==> config.mk <==
export PLATFORM = sky130hd
export DESIGN_NAME = sorted_list_insert_remove_unit
export DESIGN_NICKNAME = d
export VERILOG_FILES = /design/src/rtl/core/sli_pkg.sv /design/src/rtl/core/sli_ctrl.sv /design/src/rtl/core/sli_datapath.sv /design/src/rtl/core/sorted_list_insert_remove_unit.sv
export SDC_FILE = /design/constraint.sdc
export NUM_CORES = 2
export LEC_CHECK = 0
export BUFFER_PORTS_ARGS = -buffer_cell sky130_fd_sc_hd__clkbuf_2
export CAP_MARGIN = 30
export CELL_PAD_IN_SITES_DETAIL_PLACEMENT = 1
export CELL_PAD_IN_SITES_GLOBAL_PLACEMENT = 1
export CORE_ASPECT_RATIO = 1.1
export CORE_MARGIN = 2
export CORE_UTILIZATION = 52
export DETAILED_ROUTE_END_ITERATION = 10
export PLACE_DENSITY_LB_ADDON = 0.2
export SYNTH_ARGS = -nofsm -noshare
export SYNTH_HDL_FRONTEND = slang
export SYNTH_SLANG_ARGS = --single-unit
export TNS_END_PERCENT = 1
==> constraint.sdc <==
create_clock -name clk -period 6.4 [get_ports clk]
set_clock_uncertainty 0.05 [all_clocks]
set_input_delay 0.32 -clock clk [delete_from_list [all_inputs] [get_ports clk]]
set_output_delay 0.32 -clock clk [all_outputs]
set_load 0.02 [all_outputs]
==> src/rtl/core/sli_pkg.sv <==
// shared types, field widths and codes for the sorted list unit
`timescale 1ns / 1ps
`default_nettype none

package sli_pkg;

    localparam int DEPTH_DEFAULT = 16;

    localparam int KIND_W   = 2;
    localparam int VALUE_W  = 32;
    localparam int INDEX_W  = 4;
    localparam int STATUS_W = 2;
    localparam int COUNT_W  = 5;

    localparam int S_TDATA_W = 40;
    localparam int S_TUSER_W = KIND_W;
    localparam int M_TDATA_W = 40;

    localparam logic [KIND_W-1:0] KIND_INSERT = 2'd0;
    localparam logic [KIND_W-1:0] KIND_REMOVE = 2'd1;
    localparam logic [KIND_W-1:0] KIND_READ   = 2'd2;

    localparam logic [STATUS_W-1:0] STATUS_OK        = 2'd0;
    localparam logic [STATUS_W-1:0] STATUS_FULL      = 2'd1;
    localparam logic [STATUS_W-1:0] STATUS_NOT_FOUND = 2'd2;
    localparam logic [STATUS_W-1:0] STATUS_RANGE     = 2'd3;

    // commands from the controller to the datapath
    typedef struct packed {
        logic load;
        logic eval;
        logic commit;
    } cmd_t;

endpackage

`default_nettype wire

==> src/rtl/core/sli_ctrl.sv <==
// controller state machine for the sorted list unit
`timescale 1ns / 1ps
`default_nettype none

module sli_ctrl (
    input  wire logic        clk,
    input  wire logic        rst_n,
    input  wire logic        in_valid,
    output logic             in_ready,
    output logic             out_valid,
    input  wire logic        out_ready,
    output sli_pkg::cmd_t    cmd
);
    import sli_pkg::*;

    typedef enum logic [1:0] {
        ST_IDLE,
        ST_EVAL,
        ST_COMMIT
    } state_t;

    state_t state_reg;
    state_t state_next;
    logic   ready_reg;
    logic   ready_next;
    logic   out_valid_reg;
    logic   out_valid_next;
    logic   accept;
    logic   commit;

    assign accept = in_valid && ready_reg;
    // result register must be free or draining this cycle
    assign commit = (state_reg == ST_COMMIT) && (!out_valid_reg || out_ready);

    always_comb
    begin
        state_next = state_reg;
        case (state_reg)
            ST_IDLE:
            begin
                if (accept)
                begin
                    state_next = ST_EVAL;
                end
            end
            ST_EVAL:
            begin
                state_next = ST_COMMIT;
            end
            ST_COMMIT:
            begin
                if (commit)
                begin
                    state_next = ST_IDLE;
                end
            end
            default:
            begin
                state_next = ST_IDLE;
            end
        endcase
        ready_next = (state_next == ST_IDLE);
        if (commit)
        begin
            out_valid_next = 1'b1;
        end
        else if (out_ready)
        begin
            out_valid_next = 1'b0;
        end
        else
        begin
            out_valid_next = out_valid_reg;
        end
    end

    always_ff @(posedge clk or negedge rst_n)
    begin
        if (!rst_n)
        begin
            state_reg     <= ST_IDLE;
            ready_reg     <= 1'b0;
            out_valid_reg <= 1'b0;
        end
        else
        begin
            state_reg     <= state_next;
            ready_reg     <= ready_next;
            out_valid_reg <= out_valid_next;
        end
    end

    assign in_ready   = ready_reg;
    assign out_valid  = out_valid_reg;
    assign cmd.load   = accept;
    assign cmd.eval   = (state_reg == ST_EVAL);
    assign cmd.commit = commit;

endmodule

`default_nettype wire

==> src/rtl/core/sli_datapath.sv <==
// entry cells, compare flags and result register of the sorted list unit
`timescale 1ns / 1ps
`default_nettype none

module sli_datapath #(
    parameter int DEPTH = sli_pkg::DEPTH_DEFAULT
) (
    input  wire logic                                  clk,
    input  wire logic                                  rst_n,
    input  wire sli_pkg::cmd_t                         cmd,
    input  wire logic        [sli_pkg::KIND_W-1:0]     in_kind,
    input  wire logic signed [sli_pkg::VALUE_W-1:0]    in_value,
    input  wire logic        [sli_pkg::INDEX_W-1:0]    in_index,
    output logic             [sli_pkg::STATUS_W-1:0]   res_status,
    output logic             [sli_pkg::COUNT_W-1:0]    res_count,
    output logic signed      [sli_pkg::VALUE_W-1:0]    res_read_value
);
    import sli_pkg::*;

    localparam int CW = $clog2(DEPTH + 1);
    localparam int IW = $clog2(DEPTH);
    localparam int XW = (IW > INDEX_W) ? IW : INDEX_W;

    logic signed [VALUE_W-1:0] entries_reg [DEPTH];
    logic signed [VALUE_W-1:0] entries_next [DEPTH];
    logic [CW-1:0]             count_reg;
    logic [CW-1:0]             count_next;

    logic [KIND_W-1:0]         kind_reg;
    logic signed [VALUE_W-1:0] value_reg;
    logic [INDEX_W-1:0]        index_reg;

    // per-cell flags: at or after the insert point, at or after the removal point, equal
    logic [DEPTH-1:0]          after_reg;
    logic [DEPTH-1:0]          after_next;
    logic [DEPTH-1:0]          ge_reg;
    logic [DEPTH-1:0]          ge_next;
    logic [DEPTH-1:0]          eq_reg;
    logic [DEPTH-1:0]          eq_next;

    logic [STATUS_W-1:0]       status_reg;
    logic [STATUS_W-1:0]       status_next;
    logic [COUNT_W-1:0]        res_count_reg;
    logic signed [VALUE_W-1:0] read_value_reg;
    logic signed [VALUE_W-1:0] read_value_next;

    logic                      full;
    logic                      found;
    logic [XW-1:0]             idx_ext;
    logic                      idx_ok;
    logic [CW+COUNT_W-1:0]     count_ext;

    always_comb
    begin
        for (int k = 0; k < DEPTH; k++)
        begin
            after_next[k] = (k >= int'(count_reg)) || (entries_reg[k] > value_reg);
            ge_next[k]    = (k < int'(count_reg)) && (entries_reg[k] >= value_reg);
            eq_next[k]    = (k < int'(count_reg)) && (entries_reg[k] == value_reg);
        end
    end

    assign full    = (count_reg >= CW'(DEPTH));
    assign found   = |eq_reg;
    assign idx_ext = XW'(index_reg);
    assign idx_ok  = ({1'b0, idx_ext} < (XW + 1)'(DEPTH))
                  && ((XW + CW)'(idx_ext) < (XW + CW)'(count_reg));

    always_comb
    begin
        for (int k = 0; k < DEPTH; k++)
        begin
            entries_next[k] = entries_reg[k];
        end
        count_next      = count_reg;
        status_next     = STATUS_OK;
        read_value_next = '0;
        case (kind_reg)
            KIND_INSERT:
            begin
                if (full)
                begin
                    status_next = STATUS_FULL;
                end
                else
                begin
                    // cells past the insert point take their lower neighbor
                    entries_next[0] = after_reg[0] ? value_reg : entries_reg[0];
                    for (int k = 1; k < DEPTH; k++)
                    begin
                        if (after_reg[k])
                        begin
                            entries_next[k] = after_reg[k-1] ? entries_reg[k-1] : value_reg;
                        end
                    end
                    count_next = count_reg + CW'(1);
                end
            end
            KIND_REMOVE:
            begin
                if (!found)
                begin
                    status_next = STATUS_NOT_FOUND;
                end
                else
                begin
                    // sorted list: first entry at or above the value is the first match
                    for (int k = 0; k < DEPTH - 1; k++)
                    begin
                        if (ge_reg[k])
                        begin
                            entries_next[k] = entries_reg[k+1];
                        end
                    end
                    count_next = count_reg - CW'(1);
                end
            end
            KIND_READ:
            begin
                if (idx_ok)
                begin
                    read_value_next = entries_reg[idx_ext[IW-1:0]];
                end
                else
                begin
                    status_next = STATUS_RANGE;
                end
            end
            default:
            begin
                status_next = STATUS_OK;
            end
        endcase
    end

    assign count_ext = {{COUNT_W{1'b0}}, count_next};

    always_ff @(posedge clk or negedge rst_n)
    begin
        if (!rst_n)
        begin
            count_reg <= '0;
        end
        else if (cmd.commit)
        begin
            count_reg <= count_next;
        end
    end

    always_ff @(posedge clk)
    begin
        if (cmd.load)
        begin
            kind_reg  <= in_kind;
            value_reg <= in_value;
            index_reg <= in_index;
        end
        if (cmd.eval)
        begin
            after_reg <= after_next;
            ge_reg    <= ge_next;
            eq_reg    <= eq_next;
        end
        if (cmd.commit)
        begin
            for (int k = 0; k < DEPTH; k++)
            begin
                entries_reg[k] <= entries_next[k];
            end
            status_reg     <= status_next;
            res_count_reg  <= count_ext[COUNT_W-1:0];
            read_value_reg <= read_value_next;
        end
    end

    assign res_status     = status_reg;
    assign res_count      = res_count_reg;
    assign res_read_value = read_value_reg;

endmodule

`default_nettype wire

==> src/rtl/core/sorted_list_insert_remove_unit.sv <==
// top level of the sorted list unit: stream ports, controller and datapath
`timescale 1ns / 1ps
`default_nettype none

// Sorted list unit. Holds up to DEPTH signed 32-bit values in ascending order.
// Each input transaction is one command: insert (kind 0) places the value after
// all entries less than or equal to it, remove (kind 1) deletes the first entry
// equal to the value, read (kind 2) returns the entry at the given index. Each
// command yields exactly one output transaction with the status (ok, full, not
// found, index out of range), the entry count after the command and the read
// value (zero unless a read succeeds). An unused kind code changes nothing and
// reports ok. A command is accepted, then compared in every entry cell at once,
// then the cells are shifted and the result register loaded; the next command
// is accepted the cycle after that, so only one command is in flight at a time,
// following the controller's compare-then-shift sequence. The result register
// frees the input side while a result waits to be taken; a held-off result
// stalls only the shift step of the following command. Entry cells need no
// clearing after reset: only entries below the count are read.

module sorted_list_insert_remove_unit #(
    parameter int DEPTH = sli_pkg::DEPTH_DEFAULT
) (
    input  wire logic                            clk,
    input  wire logic                            rst_n,
    // command side
    input  wire logic                            s_tvalid,
    output logic                                 s_tready,
    // [31:0] value, [35:32] index, [39:36] zero
    input  wire logic [sli_pkg::S_TDATA_W-1:0]   s_tdata,
    // [1:0] kind
    input  wire logic [sli_pkg::S_TUSER_W-1:0]   s_tuser,
    // result side
    output logic                                 m_tvalid,
    input  wire logic                            m_tready,
    // [1:0] status, [6:2] count, [38:7] read_value, [39] zero
    output logic [sli_pkg::M_TDATA_W-1:0]        m_tdata
);
    import sli_pkg::*;

    cmd_t                      cmd;
    logic signed [VALUE_W-1:0] in_value;
    logic [INDEX_W-1:0]        in_index;
    logic [STATUS_W-1:0]       res_status;
    logic [COUNT_W-1:0]        res_count;
    logic signed [VALUE_W-1:0] res_read_value;

    // unpack the command fields
    assign in_value = s_tdata[VALUE_W-1:0];
    assign in_index = s_tdata[VALUE_W+INDEX_W-1:VALUE_W];

    sli_ctrl u_ctrl (
        .clk       (clk),
        .rst_n     (rst_n),
        .in_valid  (s_tvalid),
        .in_ready  (s_tready),
        .out_valid (m_tvalid),
        .out_ready (m_tready),
        .cmd       (cmd)
    );

    sli_datapath #(
        .DEPTH (DEPTH)
    ) u_datapath (
        .clk            (clk),
        .rst_n          (rst_n),
        .cmd            (cmd),
        .in_kind        (s_tuser),
        .in_value       (in_value),
        .in_index       (in_index),
        .res_status     (res_status),
        .res_count      (res_count),
        .res_read_value (res_read_value)
    );

    // pack the result fields, lowest first
    assign m_tdata = {1'b0, res_read_value, res_count, res_status};

endmodule

`default_nettype wire

* Yosys cells after proc, flatten, opt, wreduce, memory -nomap -nowiden
Memory sizes are Yosys's and may differ from the RTL's. A register that Yosys moved wholly into a read port is not among the register bits.
Cells that the tools add are included.
** Cells by class
- Magnitude comparators :: 65
- Eq/ne operators :: 20
- Reductions and logical operators :: 58
- Multiplexer cells :: 64
- Add/subtract/negate cells :: 2
** Operators by type and width (count)
- 32-bit 2-to-1 mux :: 47
- 480-bit case mux with 2 select lines :: 1
- 32-bit == test :: 16
- 32-bit > comparator :: 16
- 512-bit 2-to-1 mux :: 1
- 32-bit greater-or-equal comparator :: 15
- 480-bit 2-to-1 mux :: 1
- 4-bit by 5-bit greater-or-equal comparator with 1-bit output, first input constant :: 8
- 4-bit by 5-bit < comparator with 1-bit output, first input constant :: 8
- 1-bit logical AND :: 33
- 3-bit by 5-bit greater-or-equal comparator with 1-bit output, first input constant :: 4
- 3-bit by 5-bit < comparator with 1-bit output, first input constant :: 4
- 1-bit logical OR :: 17
- 16-bit OR reduction :: 1
- 2-bit case mux with 3 select lines :: 2
- 1-bit by 5-bit greater-or-equal comparator with 1-bit output, first input constant :: 2
- 2-bit by 5-bit greater-or-equal comparator with 1-bit output, first input constant :: 2
- 1-bit by 5-bit < comparator with 1-bit output, first input constant :: 2
- 2-bit by 5-bit < comparator with 1-bit output, first input constant :: 2
- 5-bit 2-to-1 mux :: 2
- 5-bit case mux with 2 select lines :: 1
- 2-bit 2-to-1 mux :: 4
- 2-bit logical NOT :: 3
- 5-bit by 1-bit adder with 5-bit output, second input constant :: 1
- other kinds (9) :: 16
** Word-level totals
- Memory bits (writable) :: 512
- Memories :: 1
- Bits of input ports :: 46
- Register bits :: 101
- Output and inout port bits :: 42
** Memories
- u_datapath.entries_reg :: words 16, bits a word 32, rd ports 17, clocked after memory_dff 1, wr ports 16, line sli_datapath.sv:24 : logic signed [VALUE_W-1:0] entries_reg [DEPTH];

* Logic depth before layout (Yosys ltp)
- Word-level depth :: 6
- Depth in mapped cells :: 10

* Modules after synthesis
A second synthesis with hierarchy kept.
** Unflattened totals
- Cells, all modules :: 4230
- Area, all modules :: 47130.2 um^2
** Modules (own cells, without submodules)
- sli_datapath :: instances 1, area an instance 46932.5 um^2, cells each 4212
- sli_ctrl :: instances 1, area an instance 186.4 um^2, cells each 16
- sorted_list_insert_remove_unit :: instances 1, area an instance 11.3 um^2, cells each 2

* Worst setup path before layout
Ideal clock, no wire load.
- Path kind :: reg-to-reg
- Start point :: register u_ctrl.out_valid_reg, in the netlist u_ctrl.out_valid
- End point :: memory u_datapath.entries_reg[12][0], enable pin
- Setup slack :: 1.237 ns
- Cell stages (with the launch flop) :: 8
- Library setup time :: 0.421 ns
- Data required time :: 5.929 ns
- Arrival time :: 4.692 ns
- Path through :: dfrtp_1 > nand2b_1 > nor2b_1 > nor2b_1 > nand2b_1 > clkbuf_1 > clkbuf_1 > nor2_1
** RTL lines
- from (decl) :: line sli_ctrl.sv:26 : logic out_valid_reg;
- from (signal assigned) :: line sli_ctrl.sv:89 : out_valid_reg <= out_valid_next;
- to (decl) :: line sli_datapath.sv:24

* Final worst setup path
- Start point :: register u_datapath.value_reg[9]
- End point :: register u_datapath.ge_reg[1], data pin
** Between the ends
- Word-level cells in the longest chain between the ends :: 2
** RTL lines
- from (decl) :: line sli_datapath.sv:30 : logic signed [VALUE_W-1:0] value_reg;
- from (signal assigned) :: line sli_datapath.sv:155 : value_reg <= in_value;
- 32-bit greater-or-equal comparator :: line sli_datapath.sv:58 : ge_next[k] = (k < int'(count_reg)) && (entries_reg[k] >= value_reg);
- 1-bit logical AND :: line sli_datapath.sv:58
- named net u_datapath.ge_next[1] :: line sli_datapath.sv:37 : logic [DEPTH-1:0] ge_next;
- to (signal assigned) :: line sli_datapath.sv:161 : ge_reg <= ge_next;
- to (decl) :: line sli_datapath.sv:36 : logic [DEPTH-1:0] ge_reg;
The timed path passes the listed nets, and every way through them passes these cells.
A chain may end at the register's enable or synchronous reset.

==> results.json <==
{
  "yosys-top-cells-area": "edfxtp_1 (41%), ha_1 (14%), mux2i_1 (9.8%)",
  "async_flop_share_pct": 1.40,
  "p_per_area_nw_per_um2": 364,
  "dp_hpwl_um": 126000,
  "synth_cell_types": 67,
  "grt_overflow_total": 0,
  "drt_iter0_markers": 4849,
  "critPathKind": "register to register",
  "fin_tns_setup_ns": 0,
  "drc": 0,
  "required_ns": 6.75,
  "syn_area_per_cell_um2": 11.1,
  "cts_made_buffers": 78,
  "cts_resized": 0,
  "grt_start_max_net_pins": 138,
  "route.vias.total": 38400,
  "irDropWorstVdd_mv": 0.215,
  "timing.final.crit_share_pct": 66.4,
  "die_h_um": 316,
  "drv_slew": 0,
  "p_leak_nw": 21.0,
  "synth_seq_cells": 645,
  "largest_reg_flops": 512,
  "cts_tree": "yes",
  "portBuffers": 82,
  "start_kind": "register",
  "post-route-util_pct": 57.7,
  "first_pass_iters": 6,
  "ys_seq_area_share_pct": 41.9,
  "ant_nets": 0,
  "row_count": 114,
  "drive_above_1_share_pct": 11.7,
  "drv_cap": 0,
  "total_power_w": 0.0184,
  "wl_per_cell_um": 33.6,
  "cp-startpoint": "u_datapath.value_reg[9]",
  "status": "complete, no violations",
  "area_delta_synth_final_pct": 9.88,
  "grt_antenna_before_repair": 10,
  "slew_headroom_pct": 23.4,
  "grt_pass1_wl_um": 263000,
  "regToRegStartpoint": "u_datapath.value_reg[9]",
  "synth_top_area_cell": "edfxtp_1",
  "cts-root-buf": "clkbuf_16",
  "die_x_um": 288,
  "synth_edf_count": 636,
  "path_max_fanout": 18,
  "core_area_um2": 87900,
  "post_cts_buffers": 0,
  "h-tree-depth": 3,
  "hold_violations": 0,
  "die_area_um2": 91100,
  "postSynthCellCount": 4150,
  "layout.cells.most_common": "edfxtp_1",
  "min_path_type": "input pin to async pin",
  "yosysTopAreaCellShare_pct": 41.4,
  "insertion_delay_ns": 0.66,
  "synthFlopType": "edfxtp_1",
  "grt_pass1_vias": 39000,
  "pin_count": 88,
  "final_nets": 4750,
  "worst_pin_slew_ns": 1.14,
  "max_freq_ghz": 0.235,
  "cp_data_arrival_time_ns": 4.60,
  "yosysWarnings": 0,
  "synth_fp_nets": 4716,
  "synthesis.area_um2": 46100,
  "cp-end-kind": "register",
  "rsz0062_at_grt": "false",
  "clk_pin_slew_ns": 0.06,
  "layout_common_cells": "edfxtp_1 (636), nand2_1 (567), o21ai_0 (538)",
  "final-setup-viol-count": 0,
  "layout_min_cycle_time_ns": 4.25,
  "clock_sinks": 645,
  "initial_core_util_pct": 52.5,
  "drt-total-wl_um": 182000,
  "track_usage_pct": 39.7,
  "clk_path_buf_depth": 3,
  "via_per_inst": 7.10,
  "routabilityCongestion": 0.971
}
==> area by class of cell <==
type | count | area [um2]
Antenna cell | 2 | 5.00
Clock buffer | 98 | 2090
Clock inverter | 45 | 337
Fill cell | 9260 | 37200
Inverter | 66 | 248
Multi-Input combinational cell | 3179 | 25600
Sequential cell | 645 | 19300
Tap cell | 1160 | 1450
Timing Repair Buffer | 214 | 1630
==> report_power, final <==
| group | internal, W | switching (W) |
|---|---|---|
| logic | 0.00261 | 0.00483 |
| clock network | 0.00248 | 0.00196 |
| registers | 0.00582 | 0.000752 |
| total | 0.0109 | 0.00754 |
==> stage by stage <==
| stage | hold slack (ns) | area [um2] | setup slack [ns] | instances |
|---|---|---|---|---|
| after detailed placement | 0.195 | 47900 | 2.30 | 5223 |
| after CTS | 0.0546 | 50700 | 2.27 | 5406 |
| after floorplan | -0.0256 | 46100 | 1.24 | 4150 |
| after global routing | 0.101 | 50700 | 2.05 | 5407 |
| after global placement | 0.193 | 47800 | 2.03 | 5219 |
| final | 0.0864 | 50700 | 2.15 | 5409 |
==> cell usage after synthesis (31+ instances only) <==
library cell	instances
edfxtp_1	636
nand2_1	568
o21ai_0	538
ha_1	520
mux2i_1	451
clkbuf_1	181
a21o_1	175
mux4_2	160
a21oi_1	157
nand4_1	113
nor2_1	82
nor2b_1	71
inv_1	64
buf_1	49
o31ai_1	37
nor3_1	31
==> critical path, stage by stage (launching register included) <==
cell and delay, ns:
edfxtp_1 0.72, inv_1 0.57, ha_1 0.52, nand4_1 0.29
nor4_1 0.79, a21boi_0 0.29, nor3_1 0.13, o21ba_2 0.28
xor2_1 0.14, a21o_1 0.18
==> logic make-up after synthesis <==
kind of cell    count (synthesis)  synth area share, %
compound gates               1032                 13.1
xor+xnor                       14                0.266
fa+ha+maj                     520                 14.1
buf+inv                       326                 2.92
flops                         645                 41.9
mux                           613                 17.6
other cells                     1              0.00813
simple gates                  999                 10.1
==> routing by layer <==
metal / vias up / track usage (%) / part of all wire, %
li1: 16000 / - / -
met1: 19600 / 51.6 / 39
met2: 2222 / 61.8 / 45
met3: 556 / 9.13 / 10
met4: 12 / 21.2 / 5.8
met5: - / 0 / 0.049
==> path summary, 6_finish.rpt <==
check | end | slack (ns) | cells past startpoint
hold reg to reg | u_ctrl.state_reg[0] | 0.44 | 1
hold / removal | u_ctrl.state_reg[0] | 0.09 | 2
setup / recovery | u_datapath.ge_reg[1] | 2.15 | 9
min in group clk | u_datapath.value_reg[22] | 0.33 | 2
setup reg to reg | u_datapath.ge_reg[1] | 2.15 | 9
max in group asynchronous | u_datapath.count_reg[4] | 5.92 | 2
==> repair_timing <==
item / in CTS / in global routing
hold buffers: 40 / 0
setup endpoints to repair: 0 / 0
hold endpoints to repair: 49 / 0
No activity file was read; power rests on OpenSTA's default activity.
